File: config.mk
export PLATFORM = sky130hd
export DESIGN_NAME = nfns_ram
export DESIGN_NICKNAME = d
export VERILOG_FILES = /design/src/rtl/nfns_ram.sv
export SDC_FILE = /design/constraint.sdc
export NUM_CORES = 2
export LEC_CHECK = 0
export BUFFER_PORTS_ARGS = -buffer_cell sky130_fd_sc_hd__buf_4
export CORE_ASPECT_RATIO = 1.5
export CORE_MARGIN = 5
export CORE_UTILIZATION = 50
export DETAILED_ROUTE_END_ITERATION = 12
export GPL_ROUTABILITY_DRIVEN = 0
export HOLD_SLACK_MARGIN = 0.15
export PLACE_DENSITY = 0.64
export SKIP_LAST_GASP = 1
export SYNTH_ARGS = -nofsm -noshare
export SYNTH_HDL_FRONTEND = slang
export SYNTH_SLANG_ARGS = --single-unit
export TNS_END_PERCENT = 1
File: constraint.sdc
create_clock -name clk -period 3.5 [get_ports clk]
set_clock_uncertainty 0.1 [all_clocks]
set_input_delay 1.05 -clock clk [delete_from_list [all_inputs] [get_ports clk]]
set_output_delay 1.05 -clock clk [all_outputs]
set_load 0.05 [all_outputs]
File: src/rtl/nfns_ram.sv
module nfns_ram #(
  parameter int WIDTH = 8,
  parameter int DEPTH = 256
) (
  input  logic                     clk,
  input  logic                     wr_en,
  input  logic [$clog2(DEPTH)-1:0] wr_addr,
  input  logic [WIDTH-1:0]         wr_data,
  input  logic                     rd_en,
  input  logic [$clog2(DEPTH)-1:0] rd_addr,
  output logic [WIDTH-1:0]         rd_data
);

  logic [WIDTH-1:0] mem [DEPTH];

  always_ff @(posedge clk) begin
    if (wr_en) begin
      mem[wr_addr] <= wr_data;
    end
    if (rd_en) begin
      rd_data <= mem[rd_addr];
    end
  end

endmodule

# Word level (Yosys, flattened, before mapping)
# Memories as Yosys holds them, arrays and structs flattened. A register that Yosys moved wholly into a read port is not among the register bits.
# Cells that the tools add are included.
[classes]
add_sub_neg = 0
mul = 0
n_div = 0
magnitude_cmp = 0
eq_ne = 0
n_shift = 0
n_mux = 2
bitwise = 0
reduce_logical = 0
[op_table]
columns = ["op", "count"]
rows = [
  ["1-bit 2-to-1 mux", 2],
]
[word_totals]
register_bits = 0
latch_bits = 0
mem_bits_rw = 2048
mem_bits_ro = 0
inputBits = 27
out_inout_bits = 8
word_cells = 3
memories = 1
[memory_table]
columns = ["name", "words", "width", "rd", "rd_ports_with_merged_regs", "write_ports", "line_no", "rtl"]
rows = [
  ["mem", 256, 8, 1, 1, 1, "14", "logic [WIDTH-1:0] mem [DEPTH];"],
]

# Logic depth before layout (Yosys ltp)
[depth]
ltp_word = 2
ltp_mapped = 11
depth_no_buf = 6

# Worst setup path before layout
# No wires, ideal clock.
[synth_path]
path_type = "input to register"
from = "input port rd_addr[0]"
to = "register rd_data[2], read port of mem, data pin"
setup_time_ns = 0.269
arrival_time_ns = 2.857
path_slack_ns = 0.274
cell_stages = 9
n_path_buf = 4
cell_sequence = "buf_6 buf_12 buf_8 buf_2 mux4_2 a22oi_1 a21oi_1 nor4_1 nor4_2"
[synth_rtl]
columns = ["element", "line_no", "rtl"]
rows = [
  ["start: declaration", "10", "input logic [$clog2(DEPTH)-1:0] rd_addr,"],
  ["end: declaration", "11", "output logic [WIDTH-1:0] rd_data"],
]

==> impl_metrics.toml <==
[outcome]
outcome = "finished, final reports clean"

[sta]
setup_viol = 0
tightest_slew_ns = 1.00
finalMaxSlewViolations = 0
hold_viol = 0
fin_crit_sh = 0.969
finalCriticalPeriod_ns = 3.39
slew_headroom = 0.327
setup_ws_ns = 0.108
rsz0062_at_grt = "false"
fmax_mhz = 295

[logic_synthesis]
synth.distinct_cells = 54
ys.flop_type = "edfxtp_1"
synth.avg_cell_area_um2 = 21.3
ys_warn_count = 0
synth-seq-cells = 2056
yosysTopAreaCellShare = 0.775
synth_fp_nets = 3760
synth-async-reset-ratio = 0
synth_edf_count = 2056
synth_top_area_cell = "edfxtp_1"
synth_area_leaders = "edfxtp_1 78%, mux4_2 13%, mux2i_1 1.7%"
syn-cell-area_um2 = 79600
synthCells = 3733
synth-seq-area-share = 0.775

[global_routing]
grt_max_degree = 115
grt_pass1_vias = 42000
antenna_found_initial = 8
grt_pass1_wl_um = 292000
overflow = 0
track_usage = 0.241

[clock_tree]
root_buffer = "clkbuf_16"
clk_latency_ns = 0.83
cts_buffers = 180
cts.sinks = 2056
h-tree-depth = 4
clockBufferDepth = 3
path_clk_slew_ns = 0.07
cts_tree = "built"

[drt]
first_pass_iters = 6
viasPerCell = 6.05
routed-via-count = 40500
dr.first_iter.drc_count = 4035
ant_nets = 0
drcViolationCount = 0
wl_per_cell_um = 29.9
routed_wl_um = 200000

[place]
placed_cell_area_um2 = 87800
port-buffer-count = 34
dp_hpwl_um = 136000
dp_slack_ns = -1.01

[power_and_ir_drop]
p_leak_nw = 30.5
power.density_nw_per_um2 = 535
clkPwrFrac = 0.400
internal-power_w = 0.0396
ir_worst_vdd_uv = 517
combPwrFrac = 0.058
seq_power_share = 0.542
switching_power_w = 0.0105
swShare = 0.209

[finish]
stdcell_area_um2 = 93700
seq_area_um2 = 61700
fill_cells = 11300
finish.utilization = 0.591
multi_input_area_um2 = 16500
fin_nets = 4487
drive_above_1_share = 0.328
syn_to_final_growth_pct = 17.7

[setup_path]
cp.arrival_ns = 3.82
crit_end = "rd_data[1]"
r2r_end = "rd_data[5]"
crit_fanout = 15
required_ns = 3.92
path_class = "primary input to register"
r2r_start = "mem[27][5]"
worst_setup_path_end_kind = "register"
rr_worst_depth = 8
setup.worst_path.start = "rd_addr[0]"
start_kind = "primary input"
r2r_slack_ns = 0.52

[hold_path]
hold_path_class = "primary input to register"
min-delay-start = "rd_en"

[die]
io_pins = 35
dieArea_um2 = 168000
die-width_um = 336
die_h_um = 499
initial_core_util = 0.502
fp.coreArea_um2 = 159000
rows = 179

[flow_run]
cap_violations = 0
## worst max-delay path: stages
cell and delay [ns]:
buf_8 0.15, buf_12 0.19, buf_12 0.20, buf_12 0.16
mux4_2 0.50, nor2b_1 0.17, a211oi_1 0.27, nor2_1 0.14
nor4_1 0.78, nor4_1 0.14
## worst min path at each step
stage | depth (start not counted) | slack (ns) | endpoint
5_1_grt | 1 | 0.46 | rd_data[7]
4_1_cts | 1 | 0.45 | rd_data[7]
6_report | 1 | 0.50 | rd_data[7]
2_1_floorplan | 6 | 0.76 | rd_data[3]
3_5_place_dp | 7 | 1.11 | rd_data[0]
3_3_place_gp | 7 | 1.08 | rd_data[0]
## power by group through the flow
stage                     registers [W]  logic [W]  clock network (W)
final                            0.0272    0.00291             0.0200
after global routing             0.0272    0.00306             0.0214
after CTS                        0.0272    0.00293             0.0204
after detailed placement         0.0277    0.00292                  0
after global placement           0.0277    0.00288                  0
after floorplan                  0.0277    0.00132                  0
## Yosys cell counts, types with 2 or more instances
library cell     n
buf_6           21
nor3_1          22
mux2i_1        134
a311oi_1         2
nand3_1         34
a2111oi_1        2
buf_1           22
o22a_1           5
nand2b_1         8
mux4_1           2
edfxtp_1      2056
nand4_1         10
o22ai_1         28
a211oi_1        16
o21ai_1          2
buf_2           31
mux4_2         454
nand3b_1         2
and2_1           6
buf_4           27
nor4_2           3
a21oi_1         96
a31oi_1          2
nor2b_1         31
clkbuf_1       111
o211ai_1        10
o32ai_1          4
a22o_1           8
nor2_1         282
a22oi_1        133
buf_8           13
or2_2            4
buf_12           8
nand2_1         33
o221ai_1        46
o21ai_0         10
a2111oi_0        2
nor4_1          24
and3b_1          2
a221oi_1        13
## state kept, by name (all words and copies together) (netlist names)
name and flops:
mem 2048, rd_data 8
## routing by layer
layer / track usage / up-vias / routed length (um) / part of all wire
met5: 0 / - / 26 / 0.00013
met2: 0.416 / 1541 / 104000 / 0.52
met1: 0.306 / 21400 / 73600 / 0.37
li1: - / 17200 / - / -
met3: 0.0390 / 371 / 12700 / 0.064
met4: 0.0987 / 4 / 9120 / 0.046
## cell usage in the layout (no fill, tap or decap), types with 5 or more instances in the layout
cell	count
a22oi_1	133
nand2b_1	8
buf_8	7
diode_2	5
nand2_1	33
a221oi_1	13
nor3_1	22
mux2i_1	134
a21oi_1	96
mux4_2	454
nor4_1	22
nor2_1	279
nor2b_1	28
o22ai_1	28
clkinv_1	38
edfxtp_1	2056
nand4_1	10
bufinv_16	22
clkinv_2	31
and2_1	6
inv_6	7
a22o_1	8
o22a_1	5
buf_4	686
clkbuf_16	185
clkbuf_1	31
a211oi_1	16
o21ai_0	10
nor4_2	5
buf_12	82
o211ai_1	10
o221ai_1	46
nand3_1	32
## final cells by class
type / count / area share
Antenna cell: 5 / 0.000134
Clock buffer: 216 / 0.0506
Clock inverter: 109 / 0.0124
Inverter: 2 / 0.0000801
Multi-Input combinational cell: 1442 / 0.176
Sequential cell: 2056 / 0.659
Tap cell: 2081 / 0.0278
Timing Repair Buffer: 778 / 0.0740
## through the flow
stage | setup TNS (ns) | hold slack [ns] | total power (W) | std cells
after floorplan | 0 | 0.764 | 0.0291 | 3733
after global placement | -5.16 | 1.08 | 0.0306 | 6359
after detailed placement | -5.21 | 1.11 | 0.0306 | 6359
after CTS | 0 | 0.447 | 0.0505 | 6684
after global routing | 0 | 0.456 | 0.0516 | 6685
final | 0 | 0.496 | 0.0501 | 6689
## timing repair
action,CTS,global route
endpoints found under the hold margin,0,0
buffers inserted,0,0
gates resized for setup,1,1
gates cloned,0,0
hold buffers,0,0
endpoints found under the setup margin,1,1
## cell families (layout without fill, tap and decap cells)
group | after synthesis | after routing | share of synthesized area
flops | 2056 | 2056 | 0.775
mux | 591 | 591 | 0.146
simple gates | 466 | 466 | 0.0263
compound gates | 385 | 385 | 0.0342
buf+inv | 235 | 1105 | 0.0183
other cells | 0 | 5 | 0
No activity file was read; power rests on OpenSTA's default activity.
