[config.mk]
export PLATFORM = sky130hd
export DESIGN_NAME = nfns_dist
export DESIGN_NICKNAME = d
export VERILOG_FILES = /design/src/rtl/nfns_pkg.sv /design/src/rtl/nfns_dist.sv
export SDC_FILE = /design/constraint.sdc
export NUM_CORES = 1
export LEC_CHECK = 0
export ABC_AREA = 1
export BUFFER_PORTS_ARGS = -buffer_cell sky130_fd_sc_hd__buf_2
export CORE_MARGIN = 4
export CORE_UTILIZATION = 40
export CTS_CLUSTER_SIZE = 30
export DETAILED_ROUTE_END_ITERATION = 16
export PLACE_DENSITY = 0.63
export SYNTH_ARGS = -nofsm -noshare
export SYNTH_HDL_FRONTEND = slang
export SYNTH_SLANG_ARGS = --single-unit
[constraint.sdc]
create_clock -name clk -period 5.1 [get_ports clk]
set_clock_uncertainty 0.05 [all_clocks]
set_input_delay 0.255 -clock clk [delete_from_list [all_inputs] [get_ports clk]]
set_output_delay 0.255 -clock clk [all_outputs]
set_load 0.005 [all_outputs]
[src/rtl/nfns_pkg.sv]
package nfns_pkg;

  localparam int NFNS_MAX_NODES = 256;
  localparam int NFNS_FLAG_BITS = 16;

  localparam int COORD_W = 16;
  localparam int MAG_W   = COORD_W + 1;   // holds |diff| and the 99999 limit
  localparam int DIST_W  = 2 * MAG_W;

  localparam logic [MAG_W-1:0]  DEFAULT_LIMIT = 17'd99999;
  localparam logic [DIST_W-1:0] MAX_DIST_SQ   = 34'd9999800001;

  localparam logic OP_WRITE = 1'b0;
  localparam logic OP_QUERY = 1'b1;

  localparam logic [1:0] AX_X    = 2'd0;
  localparam logic [1:0] AX_Y    = 2'd1;
  localparam logic [1:0] AX_LAST = 2'd2;

  typedef struct packed {
    logic               op;
    logic [7:0]         slot;
    logic signed [15:0] pos_x;
    logic signed [15:0] pos_y;
    logic signed [15:0] pos_z;
    logic               present;
    logic [15:0]        node_flags;
    logic [15:0]        max_distance;
    logic [15:0]        whitelist;
  } nfns_cmd_t;

  typedef struct packed {
    logic        found;
    logic [7:0]  node_slot;
    logic [33:0] distance_squared;
  } nfns_res_t;

  // tags travelling with each operand through the distance unit
  typedef struct packed {
    logic valid;
    logic lim;    // operand is the distance limit, result seeds best
    logic first;  // first axis of a slot
    logic last;   // last axis of a slot
    logic ok;     // slot present and passes the whitelist
    logic fin;    // last axis of the last slot
  } nfns_tag_t;

  typedef struct packed {
    logic hit;
    logic scan_end;
  } nfns_stat_t;

  typedef enum logic [2:0] {
    S_CLEAR,
    S_IDLE,
    S_LIM,
    S_SCAN,
    S_DRAIN,
    S_DONE
  } nfns_state_t;

endpackage

[src/rtl/nfns_dist.sv]
module nfns_dist #(
  parameter int MAX_NODES = nfns_pkg::NFNS_MAX_NODES
) (
  input  logic                                clk,
  input  logic                                rst,
  input  nfns_pkg::nfns_tag_t                 a_tag,
  input  logic [nfns_pkg::MAG_W-1:0]          a_mag,
  input  logic [$clog2(MAX_NODES)-1:0]        a_slot,
  output logic [nfns_pkg::DIST_W-1:0]         best_dist,
  output logic [$clog2(MAX_NODES)-1:0]        best_slot,
  output nfns_pkg::nfns_stat_t                stat
);

  localparam int AW = $clog2(MAX_NODES);

  nfns_pkg::nfns_tag_t              b_tag;
  logic [nfns_pkg::DIST_W-1:0]      b_sq;
  logic [AW-1:0]                    b_slot;
  logic [nfns_pkg::DIST_W-1:0]      sq_full;
  logic [nfns_pkg::DIST_W-1:0]      acc;
  logic [nfns_pkg::DIST_W-1:0]      sum;
  logic                             better;
  logic                             hit;
  logic                             scan_end;

  // the one squarer, shared by the limit and every axis of every slot
  assign sq_full = a_mag * a_mag;

  assign sum    = (b_tag.first ? '0 : acc) + b_sq;
  assign better = b_tag.last && b_tag.ok && (sum < best_dist);

  always_ff @(posedge clk) begin
    if (rst) begin
      b_tag    <= '0;
      hit      <= 1'b0;
      scan_end <= 1'b0;
    end else begin
      b_tag    <= a_tag;
      scan_end <= b_tag.valid && b_tag.fin;
      if (b_tag.valid) begin
        if (b_tag.lim) begin
          hit <= 1'b0;
        end else if (better) begin
          hit <= 1'b1;
        end
      end
    end
  end

  always_ff @(posedge clk) begin
    b_sq   <= sq_full;
    b_slot <= a_slot;
    if (b_tag.valid) begin
      if (b_tag.lim) begin
        best_dist <= b_sq;
      end else begin
        acc <= sum;
        if (better) begin
          best_dist <= sum;
          best_slot <= b_slot;
        end
      end
    end
  end

  assign stat.hit      = hit;
  assign stat.scan_end = scan_end;

  a_lim_clears_hit: assert property (@(posedge clk) disable iff (rst)
    (b_tag.valid && b_tag.lim) |=> !hit)
    else $error("hit not cleared by limit load");

endmodule

# --- Word level (Yosys, flattened, before mapping) ---
# Index checks and enable logic that the tools add are counted.
word_totals:
  n_memories: 0
  latchBits: 0
  ramBits: 0
  out_inout_bits: 44
  reg_bits: 126
  word_cells: 29
  romBits: 0
  input_bits: 33
classes:
  mux: 5
  addsub: 1
  div: 0
  order_cmp: 1
  multipliers: 1
  eq_ne: 0
  n_shift: 0
  n_reduce_logical: 7
  bitwise_logic: 1
ops:
  columns: ["operator", "n"]
  rows:
  - ["$mux W34", 3]
  - ["$add A34 B34 Y34", 1]
  - ["$lt A34 B34 Y1", 1]
  - ["$mul A17 B17 Y34", 1]
  - ["$reduce_and A2 Y1", 2]
  - ["$logic_and A1 B1 Y1", 3]
  - ["$reduce_and A3 Y1", 1]
  - ["$mux W1", 2]
  - ["$reduce_bool A2 Y1", 1]
  - ["$not A1 Y1", 1]

# --- Longest topological paths before layout ---
logic_depth:
  ltp_word: 6
  mapped_depth: 27
  ltp_nobuf: 26

# --- Worst setup path after synthesis ---
# No wires, ideal clock.
synth_timing:
  kind: "input to register"
  start: "in a_mag[8] (netlist name)"
  end: "reg b_sq[30] (netlist name)"
  setup_slack_ps: -328
  path_stages: 23
  arrival_time_ps: 5256
  path_buffers: 2
  setup_ps: 122
  cell_sequence: "clkbuf_1 clkbuf_1 nand2_1 fa_1 inv_1 fa_1 inv_1 fa_1 inv_1 fa_1 fa_1 inv_1 fa_1 inv_1 ha_1 a21o_1 a21boi_0 o21ai_0 inv_1 nand3_1 nand3_1 nand2_1 xor2_1"
synth_between:
  elab_chain_cells: 1
synth_lines:
  columns: ["item", "line", "source"]
  rows:
  - ["start, declared", "nfns_dist.sv:7", "input logic [nfns_pkg::MAG_W-1:0] a_mag,"]
  - ["$mul A17 B17 Y34", "nfns_dist.sv:27", "assign sq_full = a_mag * a_mag;"]
  - ["via sq_full, one bit", "nfns_dist.sv:19", "logic [nfns_pkg::DIST_W-1:0] sq_full;"]
  - ["end signal, assigned", "nfns_dist.sv:51", "b_sq <= sq_full;"]
  - ["end, declared", "nfns_dist.sv:17", "logic [nfns_pkg::DIST_W-1:0] b_sq;"]
# The timed path passes the listed nets, and every way through them passes these cells.
# A chain may end at the register's enable or synchronous reset.

# --- Final worst setup path ---
layout_timing:
  start: "in a_mag[5] (netlist name)"
  end: "reg b_sq[31] (netlist name)"
# The elaborated chain is that of the path after synthesis.

==> impl_metrics.ini <==
[status]
outcome = finished, final reports clean

[clock_network]
root_buffer = clkbuf_16
numCtsBuffers = 17
clock_sinks = 125
htree_levels = 4
clock_path_buffers = 2
cts_tree = built
cts.clk_slew.worst_paths_ns = 0.06
clock_insertion_delay_worst_skew_ns = 0.42

[synthesis]
ys_top_cells_by_area = fa_1, edfxtp_1, ha_1, inv_1, nand2_1
ys_warn_count = 0
synth_cells = 1921
ys.flop_type = edfxtp_1
ys_types = 42
async_flop_share_pct = 0
synth_edf_count = 76
synth_top_cell_by_area = fa_1
netlist_area_mm2 = 0.01554
yosysSeqAreaShare_pct = 21.00
syn_nets = 2320
synth_top_area_share_pct = 24.48
synth_seq_cells = 125
avgSynthCellArea_um2 = 8.088

[cells_and_area]
final_common_cell = inv_1
fill_cells = 3759
final_cell_mix = inv_1, nand2_1, fa_1, ha_1, nor2_1
final_cells = 2631
multi_input_area_mm2 = 0.01037
utilization_pct = 47.91
drive_gt1_share_pct = 13.21
area.growth.synth_to_final_pct = 17.24
nNetsFinal = 2506
regArea_mm2 = 0.003263
diodes = 0

[global_routing]
grt_max_degree = 39
grt_antenna_before_repair = 0
grt_pass1_wl_um = 62120
grt-ovfl-total = 0
grt_usage_pct = 18.07
first_global_vias = 12962

[worst_setup_path]
startpoint_type = input pin
path_cells = buf_2 > nand2_1 > fa_1 > inv_1 > fa_1 > inv_1 > fa_1 > inv_1 > fa_1 > fa_1 > inv_1 > fa_1 > inv_1 > ha_4 > nand2_1 > buf_4 > nor4_1 > nand2_1 > o211ai_1 > xor2_1
crit_path_end_kind = flop
crit-reg2reg-launch = b_tag[3]
critPathMaxStageDelay_ns = 0.53
reg2reg_depth = 24
r2r_end = best_dist[5]
cp.required_ns = 5.40
crit_type = input pin to flop
crit_top_cell = fa_1
worstPathMaxFanout = 11
r2r_slack_ns = 0.57
crit_family = adder cells
critPathArrivalTime_ns = 5.23
cp_slowest_cell = fa_1
cp_num_buf_inv = 7

[routing]
ant_nets = 0
wl_per_cell_um = 13.95
wl_met1_um = 17340
routed-via-count = 12355
wl_um = 36710
routed.top_layer = met4
wl_met2_um = 17270
via_per_inst = 4.696
met3_length_um = 1597
drc_errors = 0
drt_iter0_drc = 634
drtPass1Iterations = 6

[sta]
worst_pin_slew_ns = 0.5090
final_max_slew_viol_count = 0
post-route-period-util_pct = 96.77
fmax_mhz = 202.6
setup_viol = 0
timing.final.hold_violations = 0
min_period_ns = 4.935
slew_headroom_pct = 66.07

[job]
cap_violations = 0

[floorplan]
initial_core_util_pct = 40.86
die_area_mm2 = 0.04206
core-area_mm2 = 0.03802
num_rows = 71
die_h_um = 205.1
die_x_um = 205.1
io_pins = 77

[min_path]
holdPathStages = 2
hold_path.class = input pin to flop
worstHoldStart = rst
hold_end = b_tag[5]

[place]
dp_hpwl_um = 31700
dp_cells = 2585
gp_congestion = 0.9324
io_buffers = 76
metrics by stage:
stage	setup slack [ns]	hold WS (ns)	setup TNS (ns)	cell area (um^2)
after floorplan	-0.02836	0.2327	-0.04106	15670
after global placement	-0.2582	0.3090	-3.098	17380
after detailed placement	-0.3155	0.3086	-4.268	17380
after CTS	0.1134	0.03165	0	18130
after global routing	-0.01974	0.04617	-0.01974	18220
final	0.1648	0.04239	0	18220
metal layers:
metal / vias up / track usage [%]
met5: - / 0
met4: 0 / 3.923
met3: 30 / 1.789
met2: 274 / 31.33
met1: 5854 / 24.65
li1: 6197 / -
cell families after synthesis:
family / synth area share [%]
DFF: 21.00
and+or+nand+nor: 17.82
AOI/OAI and AO/OA: 6.048
adders and majority gates: 38.66
buffers and inverters: 12.99
xor gates and xnor gates: 3.479
cells in the mapped netlist, types with 2 or more instances:
| library cell | instances |
|---|---|
| a21boi_0 | 5 |
| a21o_1 | 11 |
| a21oi_1 | 88 |
| a31oi_1 | 3 |
| and2_1 | 14 |
| buf_1 | 3 |
| buf_4 | 2 |
| clkbuf_1 | 42 |
| dfxtp_1 | 49 |
| edfxtp_1 | 76 |
| fa_1 | 190 |
| ha_1 | 176 |
| inv_1 | 483 |
| nand2_1 | 413 |
| nand2_2 | 11 |
| nand3_1 | 54 |
| nand3_2 | 3 |
| nand3b_1 | 6 |
| nand4_1 | 11 |
| nor2_1 | 130 |
| nor2_4 | 2 |
| nor3_1 | 13 |
| nor4_1 | 6 |
| o211ai_1 | 2 |
| o21ai_0 | 44 |
| o21ai_2 | 2 |
| o21bai_1 | 8 |
| or2_2 | 3 |
| xnor2_1 | 16 |
| xor2_1 | 42 |
| xor2_2 | 2 |
how the worst max path moves through the flow:
stage          depth (start not counted)  slack, ns       from  endpoint
6_report                              20       0.16   a_mag[5]  b_sq[31]
5_1_grt                               20      -0.02   a_mag[4]  b_sq[29]
4_1_cts                               21       0.11  a_mag[11]  b_sq[30]
3_5_place_dp                          21      -0.32  a_mag[11]  b_sq[30]
3_3_place_gp                          22      -0.26   a_mag[5]  b_sq[27]
2_1_floorplan                         24      -0.03  a_mag[14]  b_sq[30]
repair_timing:
action	CTS	global route
resized for setup	0	25
buffers inserted	0	0
endpoints found under the setup margin	0	16
hold endpoints to repair	14	0
hold buffers	14	0
area by class of cell:
type	instances	area share, %
repair buffers	216	8.339
flip-flops and latches	125	17.91
inverters	484	9.981
multi-input cells	1263	56.92
well taps	511	3.510
clock buffers	21	2.768
clock inverters	11	0.5633
registers in the layout, indices dropped and copies added, names as in the netlist:
signal and count:
b_sq 33, best_dist 34, scan_end 1, b_slot 8, hit 1, acc 34, best_slot 8, b_tag 6
Power is not shown: default switching activity piles up to over one toggle a cycle in this logic, so the estimate is an artifact.
